[src/hw/rtl/ddcs_pkg.sv]
// shared types, codes and helpers for the differential drive command sequencer
package ddcs_pkg;

	localparam int unsigned SpeedW = 15;
	localparam int unsigned DriveW = 16;
	localparam int unsigned DurW   = 16;
	localparam int unsigned QDepth = 2;
	localparam int unsigned QPtrW  = $clog2(QDepth);
	localparam int unsigned QCntW  = $clog2(QDepth + 1);

	typedef enum logic [1:0] {
		MODE_CMD   = 2'd0,
		MODE_TICK  = 2'd1,
		MODE_ESTOP = 2'd2,
		MODE_NONE  = 2'd3
	} mode_t;

	typedef enum logic [2:0] {
		CMD_STOP     = 3'd0,
		CMD_FORWARD  = 3'd1,
		CMD_BACKWARD = 3'd2,
		CMD_LEFT     = 3'd3,
		CMD_RIGHT    = 3'd4,
		CMD_ROTATE   = 3'd5
	} cmd_t;

	typedef enum logic {
		REG_MAX_SPEED     = 1'b0,
		REG_DEFAULT_SPEED = 1'b1
	} reg_idx_t;

	// classified operation handed from front to back
	typedef enum logic [2:0] {
		OP_SET,
		OP_KEEP,
		OP_TICK,
		OP_ESTOP,
		OP_NOP
	} op_kind_t;

	typedef struct packed {
		logic [1:0]               mode;
		logic [2:0]               cmd;
		logic signed [DriveW-1:0] speed;
		logic signed [15:0]       angle;
		logic [DurW-1:0]          run_ms;
	} item_t;

	typedef struct packed {
		logic signed [DriveW-1:0] left_drive;
		logic signed [DriveW-1:0] right_drive;
		logic                     moving;
		logic                     motion_complete;
	} result_t;

	typedef struct packed {
		op_kind_t                 kind;
		logic signed [DriveW-1:0] left;
		logic signed [DriveW-1:0] right;
		logic [DurW-1:0]          dur;
	} op_t;

	// clamp a 17-bit signed drive to +/- lim
	function automatic logic signed [DriveW-1:0] clamp_drive(
		input logic signed [DriveW:0] v,
		input logic [SpeedW-1:0]      lim
	);
		logic signed [DriveW:0] hi;
		logic signed [DriveW:0] lo;
		logic signed [DriveW:0] r;
		hi = signed'({2'b00, lim});
		lo = -hi;
		if (v > hi) begin
			r = hi;
		end else if (v < lo) begin
			r = lo;
		end else begin
			r = v;
		end
		return r[DriveW-1:0];
	endfunction

endpackage

[src/hw/rtl/ddcs_front.sv]
// front end: configuration registers, item decode and drive target computation
module ddcs_front import ddcs_pkg::*; (
	input  logic              clk,
	input  logic              arst_n,
	input  logic              cfg_we,
	input  logic              cfg_idx,
	input  logic [SpeedW-1:0] cfg_data,
	input  item_t             item,
	output op_t               op
);

	logic [SpeedW-1:0] max_speed_q;
	logic [SpeedW-1:0] default_speed_q;

	always_ff @(posedge clk or negedge arst_n) begin
		if (!arst_n) begin
			max_speed_q     <= SpeedW'(32767);
			default_speed_q <= SpeedW'(16384);
		end else if (cfg_we) begin
			unique case (reg_idx_t'(cfg_idx))
				REG_MAX_SPEED:     max_speed_q     <= cfg_data;
				REG_DEFAULT_SPEED: default_speed_q <= cfg_data;
				default: ;
			endcase
		end
	end

	logic signed [DriveW:0] spd;
	logic signed [DriveW:0] spd_neg;
	logic signed [DriveW:0] spd_half;
	logic signed [DriveW-1:0] c_pos;
	logic signed [DriveW-1:0] c_neg;
	logic signed [DriveW-1:0] c_half;

	always_comb begin
		spd      = (item.speed == '0) ? signed'({2'b00, default_speed_q})
		                              : signed'({item.speed[DriveW-1], item.speed});
		spd_neg  = -spd;
		// add one for negatives so the shift truncates toward zero
		spd_half = (spd + signed'({{DriveW{1'b0}}, spd[DriveW]})) >>> 1;
		c_pos    = clamp_drive(spd, max_speed_q);
		c_neg    = clamp_drive(spd_neg, max_speed_q);
		c_half   = clamp_drive(spd_half, max_speed_q);
	end

	always_comb begin
		op.kind  = OP_NOP;
		op.left  = '0;
		op.right = '0;
		op.dur   = item.run_ms;
		unique case (mode_t'(item.mode))
			MODE_CMD: begin
				op.kind = OP_SET;
				unique case (cmd_t'(item.cmd))
					CMD_STOP: begin
						op.left  = '0;
						op.right = '0;
					end
					CMD_FORWARD: begin
						op.left  = c_pos;
						op.right = c_pos;
					end
					CMD_BACKWARD: begin
						op.left  = c_neg;
						op.right = c_neg;
					end
					CMD_LEFT: begin
						op.left  = c_half;
						op.right = c_pos;
					end
					CMD_RIGHT: begin
						op.left  = c_pos;
						op.right = c_half;
					end
					CMD_ROTATE: begin
						if (item.angle > 0) begin
							op.left  = c_pos;
							op.right = c_neg;
						end else begin
							op.left  = c_neg;
							op.right = c_pos;
						end
					end
					default: op.kind = OP_KEEP;
				endcase
			end
			MODE_TICK:  op.kind = OP_TICK;
			MODE_ESTOP: op.kind = OP_ESTOP;
			default:    op.kind = OP_NOP;
		endcase
	end

endmodule

[src/hw/rtl/ddcs_queue.sv]
// short operation queue between front and back
module ddcs_queue import ddcs_pkg::*; (
	input  logic clk,
	input  logic arst_n,
	input  logic wr_en,
	input  op_t  wr_op,
	output logic full,
	input  logic rd_en,
	output op_t  rd_op,
	output logic empty
);

	op_t              mem_q [QDepth];
	logic [QPtrW-1:0] wr_ptr_q;
	logic [QPtrW-1:0] rd_ptr_q;
	logic [QCntW-1:0] cnt_q;
	logic             do_wr;
	logic             do_rd;

	assign full  = (cnt_q == QCntW'(QDepth));
	assign empty = (cnt_q == '0);
	assign do_wr = wr_en && !full;
	assign do_rd = rd_en && !empty;
	assign rd_op = mem_q[rd_ptr_q];

	always_ff @(posedge clk) begin
		if (do_wr) begin
			mem_q[wr_ptr_q] <= wr_op;
		end
	end

	always_ff @(posedge clk or negedge arst_n) begin
		if (!arst_n) begin
			wr_ptr_q <= '0;
			rd_ptr_q <= '0;
			cnt_q    <= '0;
		end else begin
			if (do_wr) begin
				wr_ptr_q <= wr_ptr_q + 1'b1;
			end
			if (do_rd) begin
				rd_ptr_q <= rd_ptr_q + 1'b1;
			end
			unique case ({do_wr, do_rd})
				2'b10:   cnt_q <= cnt_q + 1'b1;
				2'b01:   cnt_q <= cnt_q - 1'b1;
				default: cnt_q <= cnt_q;
			endcase
		end
	end

endmodule

[src/hw/rtl/ddcs_back.sv]
// back end: drive and timer state, result queue
module ddcs_back import ddcs_pkg::*; (
	input  logic    clk,
	input  logic    arst_n,
	input  op_t     op,
	input  logic    op_valid,
	output logic    op_take,
	output result_t result,
	output logic    empty,
	input  logic    pop
);

	logic signed [DriveW-1:0] left_q;
	logic signed [DriveW-1:0] right_q;
	logic [DurW-1:0]          rem_q;

	result_t          res_mem_q [QDepth];
	logic [QPtrW-1:0] wr_ptr_q;
	logic [QPtrW-1:0] rd_ptr_q;
	logic [QCntW-1:0] cnt_q;

	logic                     res_full;
	logic                     do_pop;
	logic signed [DriveW-1:0] left_d;
	logic signed [DriveW-1:0] right_d;
	logic [DurW-1:0]          rem_d;
	logic                     done_d;
	result_t                  res_d;

	assign res_full = (cnt_q == QCntW'(QDepth));
	assign empty    = (cnt_q == '0);
	assign do_pop   = pop && !empty;
	assign op_take  = op_valid && !res_full;
	assign result   = res_mem_q[rd_ptr_q];

	always_comb begin
		left_d  = left_q;
		right_d = right_q;
		rem_d   = rem_q;
		done_d  = 1'b0;
		unique case (op.kind)
			OP_SET: begin
				left_d  = op.left;
				right_d = op.right;
				rem_d   = op.dur;
			end
			OP_KEEP: rem_d = op.dur;
			OP_TICK: begin
				if (rem_q != '0) begin
					rem_d = rem_q - 1'b1;
					// timer expiry
					if (rem_q == DurW'(1)) begin
						left_d  = '0;
						right_d = '0;
						done_d  = 1'b1;
					end
				end
			end
			OP_ESTOP: begin
				left_d  = '0;
				right_d = '0;
				rem_d   = '0;
			end
			default: ;
		endcase
		res_d.left_drive      = left_d;
		res_d.right_drive     = right_d;
		res_d.moving          = (left_d != '0) || (right_d != '0);
		res_d.motion_complete = done_d;
	end

	always_ff @(posedge clk) begin
		if (op_take) begin
			res_mem_q[wr_ptr_q] <= res_d;
		end
	end

	always_ff @(posedge clk or negedge arst_n) begin
		if (!arst_n) begin
			left_q   <= '0;
			right_q  <= '0;
			rem_q    <= '0;
			wr_ptr_q <= '0;
			rd_ptr_q <= '0;
			cnt_q    <= '0;
		end else begin
			if (op_take) begin
				left_q   <= left_d;
				right_q  <= right_d;
				rem_q    <= rem_d;
				wr_ptr_q <= wr_ptr_q + 1'b1;
			end
			if (do_pop) begin
				rd_ptr_q <= rd_ptr_q + 1'b1;
			end
			unique case ({op_take, do_pop})
				2'b10:   cnt_q <= cnt_q + 1'b1;
				2'b01:   cnt_q <= cnt_q - 1'b1;
				default: cnt_q <= cnt_q;
			endcase
		end
	end

	a_cnt_bound: assert property (@(posedge clk) disable iff (!arst_n)
		cnt_q <= QCntW'(QDepth))
		else $error("result queue count overflow");

	a_expire_stops: assert property (@(posedge clk) disable iff (!arst_n)
		op_take && done_d |=> left_q == '0 && right_q == '0 && rem_q == '0)
		else $error("timer expiry left drives or timer active");

	a_estop_clears: assert property (@(posedge clk) disable iff (!arst_n)
		op_take && op.kind == OP_ESTOP |=> !res_mem_q[$past(wr_ptr_q)].moving)
		else $error("emergency stop result shows motion");

	a_no_take_hold: assert property (@(posedge clk) disable iff (!arst_n)
		!op_take |=> $stable(left_q) && $stable(right_q) && $stable(rem_q))
		else $error("state changed without a transfer");

endmodule

[src/hw/rtl/differential_drive_command_sequencer.sv]
// top level: differential drive command sequencer
// Each accepted item (motion command, millisecond tick or emergency stop) yields
// exactly one result showing the wheel drives now applied. An item is decoded
// and its clamped drive targets formed in the same cycle it is pushed; it then
// waits in a two-entry operation queue, and the back end applies it to the
// drive and timer state and writes the result into a two-entry result queue.
// Sustained rate is one item per clock while results are popped; a full result
// queue stalls the back end. Configuration writes take effect for commands
// pushed afterwards and are expected only while idle.
module differential_drive_command_sequencer import ddcs_pkg::*; (
	input  logic              clk,
	input  logic              arst_n,
	input  logic              cfg_we,
	input  logic              cfg_idx,
	input  logic [SpeedW-1:0] cfg_data,
	input  logic              push,
	input  item_t             item,
	output logic              full,
	input  logic              pop,
	output result_t           result,
	output logic              empty
);

	op_t  front_op;
	op_t  queue_op;
	logic queue_empty;
	logic back_take;

	ddcs_front u_front (
		.clk      (clk),
		.arst_n   (arst_n),
		.cfg_we   (cfg_we),
		.cfg_idx  (cfg_idx),
		.cfg_data (cfg_data),
		.item     (item),
		.op       (front_op)
	);

	ddcs_queue u_queue (
		.clk    (clk),
		.arst_n (arst_n),
		.wr_en  (push),
		.wr_op  (front_op),
		.full   (full),
		.rd_en  (back_take),
		.rd_op  (queue_op),
		.empty  (queue_empty)
	);

	ddcs_back u_back (
		.clk      (clk),
		.arst_n   (arst_n),
		.op       (queue_op),
		.op_valid (!queue_empty),
		.op_take  (back_take),
		.result   (result),
		.empty    (empty),
		.pop      (pop)
	);

endmodule
[config.mk]
export PLATFORM = sky130hd
export DESIGN_NAME = differential_drive_command_sequencer
export DESIGN_NICKNAME = d
export VERILOG_FILES = /design/src/hw/rtl/ddcs_pkg.sv /design/src/hw/rtl/ddcs_front.sv /design/src/hw/rtl/ddcs_queue.sv /design/src/hw/rtl/ddcs_back.sv /design/src/hw/rtl/differential_drive_command_sequencer.sv
export SDC_FILE = /design/constraint.sdc
export NUM_CORES = 1
export LEC_CHECK = 0
export BUFFER_PORTS_ARGS = -buffer_cell sky130_fd_sc_hd__buf_2
export CAP_MARGIN = 5
export CORE_ASPECT_RATIO = 0.5
export CORE_MARGIN = 1
export CORE_UTILIZATION = 35
export CTS_CLUSTER_DIAMETER = 40
export DETAILED_ROUTE_END_ITERATION = 10
export PLACE_DENSITY = 0.58
export SYNTH_ARGS = -nofsm -noshare
export SYNTH_HDL_FRONTEND = slang
export SYNTH_SLANG_ARGS = --single-unit
[constraint.sdc]
create_clock -name clk -period 5.04 [get_ports clk]
set_input_delay 1.008 -clock clk [delete_from_list [all_inputs] [get_ports clk]]
set_output_delay 1.008 -clock clk [all_outputs]
set_load 0.05 [all_outputs]
; ---- Yosys cells after proc, flatten, opt, wreduce, memory -nomap -nowiden
; Memories as Yosys holds them, arrays and structs flattened.
; Index checks and enable logic that the tools add are counted.
[word_totals]
ram_bits = 170
reg_bits = 86
input_bits = 74
n_memories = 2
output_inout_bits = 36
[memory_table]
columns = memory, depth, width, rd, rd_ports_with_merged_regs, write_ports, line_no
row1 = u_queue.mem_q, 2, 51, 1, 0, 1, ddcs_queue.sv:13  ; op_t mem_q [QDepth];
row2 = u_back.res_mem_q, 2, 34, 1, 0, 1, ddcs_back.sv:17  ; result_t res_mem_q [QDepth];
[classes]
n_reduce_logical = 26
add_sub_neg = 12
bitwise_logic = 1
eq_ne = 18
muxes = 29
n_lt_le_gt_ge = 7
[op_table]
columns = op, n
row1 = $mux W16, 11
row2 = $pmux W32 S5, 1
row3 = $pmux W16 S3, 3
row4 = $mux W32, 2
row5 = $reduce_bool A16 Y1, 3
row6 = $gt A17 B16 Y1, 2
row7 = $lt A17 B17 Y1, 2
row8 = $add A17 B2 Y17, 1
row9 = $lt A16 B17 Y1, 1
row10 = $mux W17, 1
row11 = $neg A15 Y17, 1
row12 = $neg A17 Y17, 1
row13 = $eq A16 B1 Y1 const B, 1
row14 = $gt A16 B1 Y1 const B, 1
row15 = $gt A16 B16 Y1, 1
row16 = $logic_not A16 Y1, 1
row17 = $sub A16 B1 Y16 const B, 1
row18 = $eq A3 B2 Y1 const B, 4
row19 = $eq A2 B2 Y1 const B, 5
row20 = $pmux W3 S3, 1
row21 = $mux W1, 8
row22 = $pmux W2 S2, 2
row23 = $eq A2 B1 Y1 const B, 3
row24 = $eq A3 B1 Y1 const B, 2
row25 = 17 further kinds, 34

; ---- Depth between registers and ports, before layout
[depth]
word_depth = 9
depth_mapped = 25
ltp_nobuf = 22

; ---- Modules after synthesis
; Synthesis repeated with hierarchy kept, for this count alone.
[hier_totals]
hier_cells = 1456
area_unflattened_um2 = 16016.6
[by_module_without_submodules]
columns = mod, seq_area_each_um2, n_inst, cells_per_inst, area_each_um2
row1 = ddcs_front, 770.7, 1, 876, 6513.7
row2 = ddcs_back, 3343.2, 1, 402, 5370.2
row3 = ddcs_queue, 3163.0, 1, 177, 4129.0
row4 = differential_drive_command_sequencer, 0.0, 1, 1, 3.8

; ---- Worst setup path before layout
; Ideal clock, no wire load.
[synth_timing]
path_kind = input -> register
start = input item[37] (netlist bit)
end = memory u_queue.mem_q[0][34] (netlist bit) (data pin)
arrival_ns = 5.388
n_path_buf = 3
path_stages = 18
path_slack_ns = -0.626
path_cell_list = buf_6 > nor4_4 > a41oi_4 > a2111o_1 > nor2_1 > nand3_1 > xnor2_1 > ha_1 > a21oi_1 > o21ai_0 > a2111oi_0 > a21oi_1 > nor2_1 > clkbuf_1 > clkbuf_1 > mux2_2 > o22ai_1 > o221ai_1
[synth_lines]
columns = item, line_no
row1 = "start, declared", differential_drive_command_sequencer.sv:17  ; input item_t item,
row2 = "end, declared", ddcs_queue.sv:13

==> results_dict.tcl <==
set metrics [dict create \
    outcome "complete, but fails checks" \
    violations "design-rule violations" \
    worst_pin_slew_ps 1200 \
    rows 54 \
    drc 4 \
    fillers 4197 \
    die_h_um 152 \
    clock_latency_ps 580 \
    worst-path-max-fanout 7 \
    clockRootBuffer "clkbuf_16" \
    fin_crit_sh 0.971 \
    vias 12900 \
    synth_area_mm2 0.0157 \
    fmax_ghz 0.204 \
    finalHoldViolCount 0 \
    num_antenna_cells 0 \
    fin_cells 2398 \
    gr-usage-all-layers 0.210 \
    drv_slew 0 \
    areaGrowthSynthToFinish_pct 27.0 \
    worstReg2RegStart "u_front.max_speed_q[2]" \
    first_global_vias 12200 \
    cts_buffer_depth 3 \
    start_kind "primary input" \
    drt_iter0_markers 950 \
    ys_types 97 \
    firstDrtPassIters 8 \
    fp.dieW_um 302 \
    worstPathArrival_ps 5230 \
    cts.htree.levels 1 \
    tns_ps 0 \
    dp.cells 2337 \
    final_common_cell "buf_4" \
    cts_tree "yes" \
    setup_ws_ps 147 \
    ys_seq_elements 256 \
    die-area_mm2 0.0458 \
    seq_area_mm2 0.00728 \
    cts.sinks 256 \
    dpl.hpwl_um 37800 \
    period_needed_ps 4890 \
    syn_nets 1636 \
    endpoint_kind "flop" \
    initial_utilization 0.358 \
    cp.required_ps 5380 \
    power.density_mw_per_mm2 494 \
    cts.clk_slew.worst_paths_ps 70 \
    wl_per_cell_um 20.4 \
    grt_pass1_wl_um 73200 \
    relSlewSlack 0.198 \
    seq_area_frac_synth 0.463 \
    crit_start "item[45]" \
    cap_violations 0 \
    synth_edf_count 170 \
    fin_worst_skew_ps 14.6 \
    rsz0062_at_grt "yes" \
    multi_input_area_mm2 0.00827 \
    grt_max_degree 50 \
    syn_avg_cell_area_um2 10.7 \
    rrSetupSlack_ps 350 \
    antenna_found_initial 0 \
    synthCells 1466 \
    core_mm2 0.0439 \
    post-place-ws_ps -692 \
    ant_nets 0 \
    leakagePower_uw 0.00823 \
    async_reset_ff_frac 0.336 \
    peakVddDrop_uv 435 \
    yosysWarnings 0 \
    final-setup-viol-count 0 \
    cts_buffers 28 \
    gr-total-overflow 0 \
    nNetsFinal 1958 \
    hold_class "in2async" \
    place_congestion 0.943 \
    synth_ff_type "edfxtp_1" \
    ios 110 \
    totalWireLength_um 48800 \
    drive_gt1_frac 0.330 \
    io_buffers 109 \
    vias_per_cell 5.38 \
    crit_type "in2reg" \
    layout_common_cells "buf_4 (239), edfxtp_1 (170), nand2_1 (123)" \
]
-- power breakdown --
part	switching, µW	internal, µW
Sequential	355	3140
Clock	901	1170
Combinational	2790	1510
-- cell families after synthesis --
kind of cell               Yosys count  share of synthesized area
and+or+nand+nor                    434                      0.139
buffers and inverters              123                     0.0327
AOI/OAI and AO/OA                  349                      0.150
xor gates and xnor gates            49                     0.0283
adders and majority gates           98                     0.0778
DFF                                256                      0.463
muxes                              157                      0.108
-- what timing repair did --
| action | CTS | global route |
|---|---|---|
| pin swaps | 1 | 17 |
| gates cloned | 0 | 0 |
| buffers inserted | 0 | 9 |
| setup endpoints to repair | 28 | 64 |
| hold buffers | 0 | 0 |
| gates resized for setup | 3 | 41 |
-- critical path: stages --
cell and delay [ps]:
buf_2 120, buf_4 140, nor4_1 290, buf_4 180, a41oi_1 160, a2111o_1 500, buf_4 190, nor2_4 130
nand2_1 110, xnor2_2 240, ha_1 310, a21oi_2 180, o21ai_2 100, a2111oi_4 200, a21oi_2 120, nor2_2 130
buf_4 170, mux2_2 340, a22oi_1 170, or2_1 140, a31oi_2 130, buf_4 170
-- through the flow --
stage	area, µm²	utilization	power [µW]	hold WS, ps
floorplan	15800	-	6430	461
global placement	18700	0.426	7740	487
detailed placement	18700	0.426	7790	494
CTS	19600	0.447	9890	491
global route	19900	0.454	10400	521
finish	19900	0.454	9860	477
-- cells in the mapped netlist, drive strengths merged, types with 5 or more instances --
cell    count  share of area
nand3      33          0.011
nand2b     15         0.0060
or2         7         0.0028
nor4b       9         0.0054
edfxtp    170           0.33
nand4      17         0.0068
a41oi       7         0.0056
mux2       89          0.064
dfrtp      70           0.11
a31oi      19         0.0095
buf        15         0.0065
nor2      107          0.026
inv        56          0.013
mux2i      68          0.044
nand2     124          0.030
o221ai     12         0.0067
o31ai      12         0.0057
o21a        9         0.0043
or3         7         0.0028
a32oi       5         0.0028
a21o       16         0.0076
ha         96          0.076
a21oi      71          0.023
and2        6         0.0024
o22ai      20         0.0080
a22o        9         0.0050
clkbuf     48          0.011
and3        8         0.0032
xnor2      46          0.027
or4         6         0.0029
a221oi      5         0.0036
dfstp      16          0.027
nor3       35          0.012
nor2b      15         0.0060
o21ai     114          0.037
nor4       33          0.017
-- area by class of cell --
type                    count  share of cell area
multi-input cells        1087               0.415
repair buffers            355               0.124
flip-flops and latches    256               0.365
clock inverters            15             0.00973
inverters                  60              0.0116
clock buffers              37              0.0373
well taps                 588              0.0369
-- worst paths after layout --
path | endpoint | cells after the start
min in group clk | u_queue.cnt_q[1] | 1
setup / recovery | u_queue.mem_q[1][41] | 22
hold reg to reg | u_queue.cnt_q[1] | 1
max in group asynchronous | u_back.right_q[8] | 2
setup reg to reg | u_queue.mem_q[1][44] | 19
hold / removal | u_back.rem_q[2] | 1
-- flip-flops by register name (all words and copies together), names as in the netlist, 2 cells and up --
| signal | flops |
|---|---|
| u_back.rem_q | 16 |
| u_back.left_q | 16 |
| u_queue.cnt_q | 2 |
| u_front.max_speed_q | 15 |
| u_queue.mem_q | 102 |
| u_back.right_q | 16 |
| u_back.cnt_q | 2 |
| u_front.default_speed_q | 15 |
| u_back.res_mem_q | 68 |
-- layer usage --
metal | GRT usage | wire length (µm) | vias to the layer above
li1 | - | - | 6200
met1 | 0.307 | 23400 | 6262
met2 | 0.327 | 21400 | 367
met3 | 0.0352 | 3000 | 61
met4 | 0.0419 | 953 | 0
met5 | 0 | 0 | -
(Power assumes the default switching activity.)
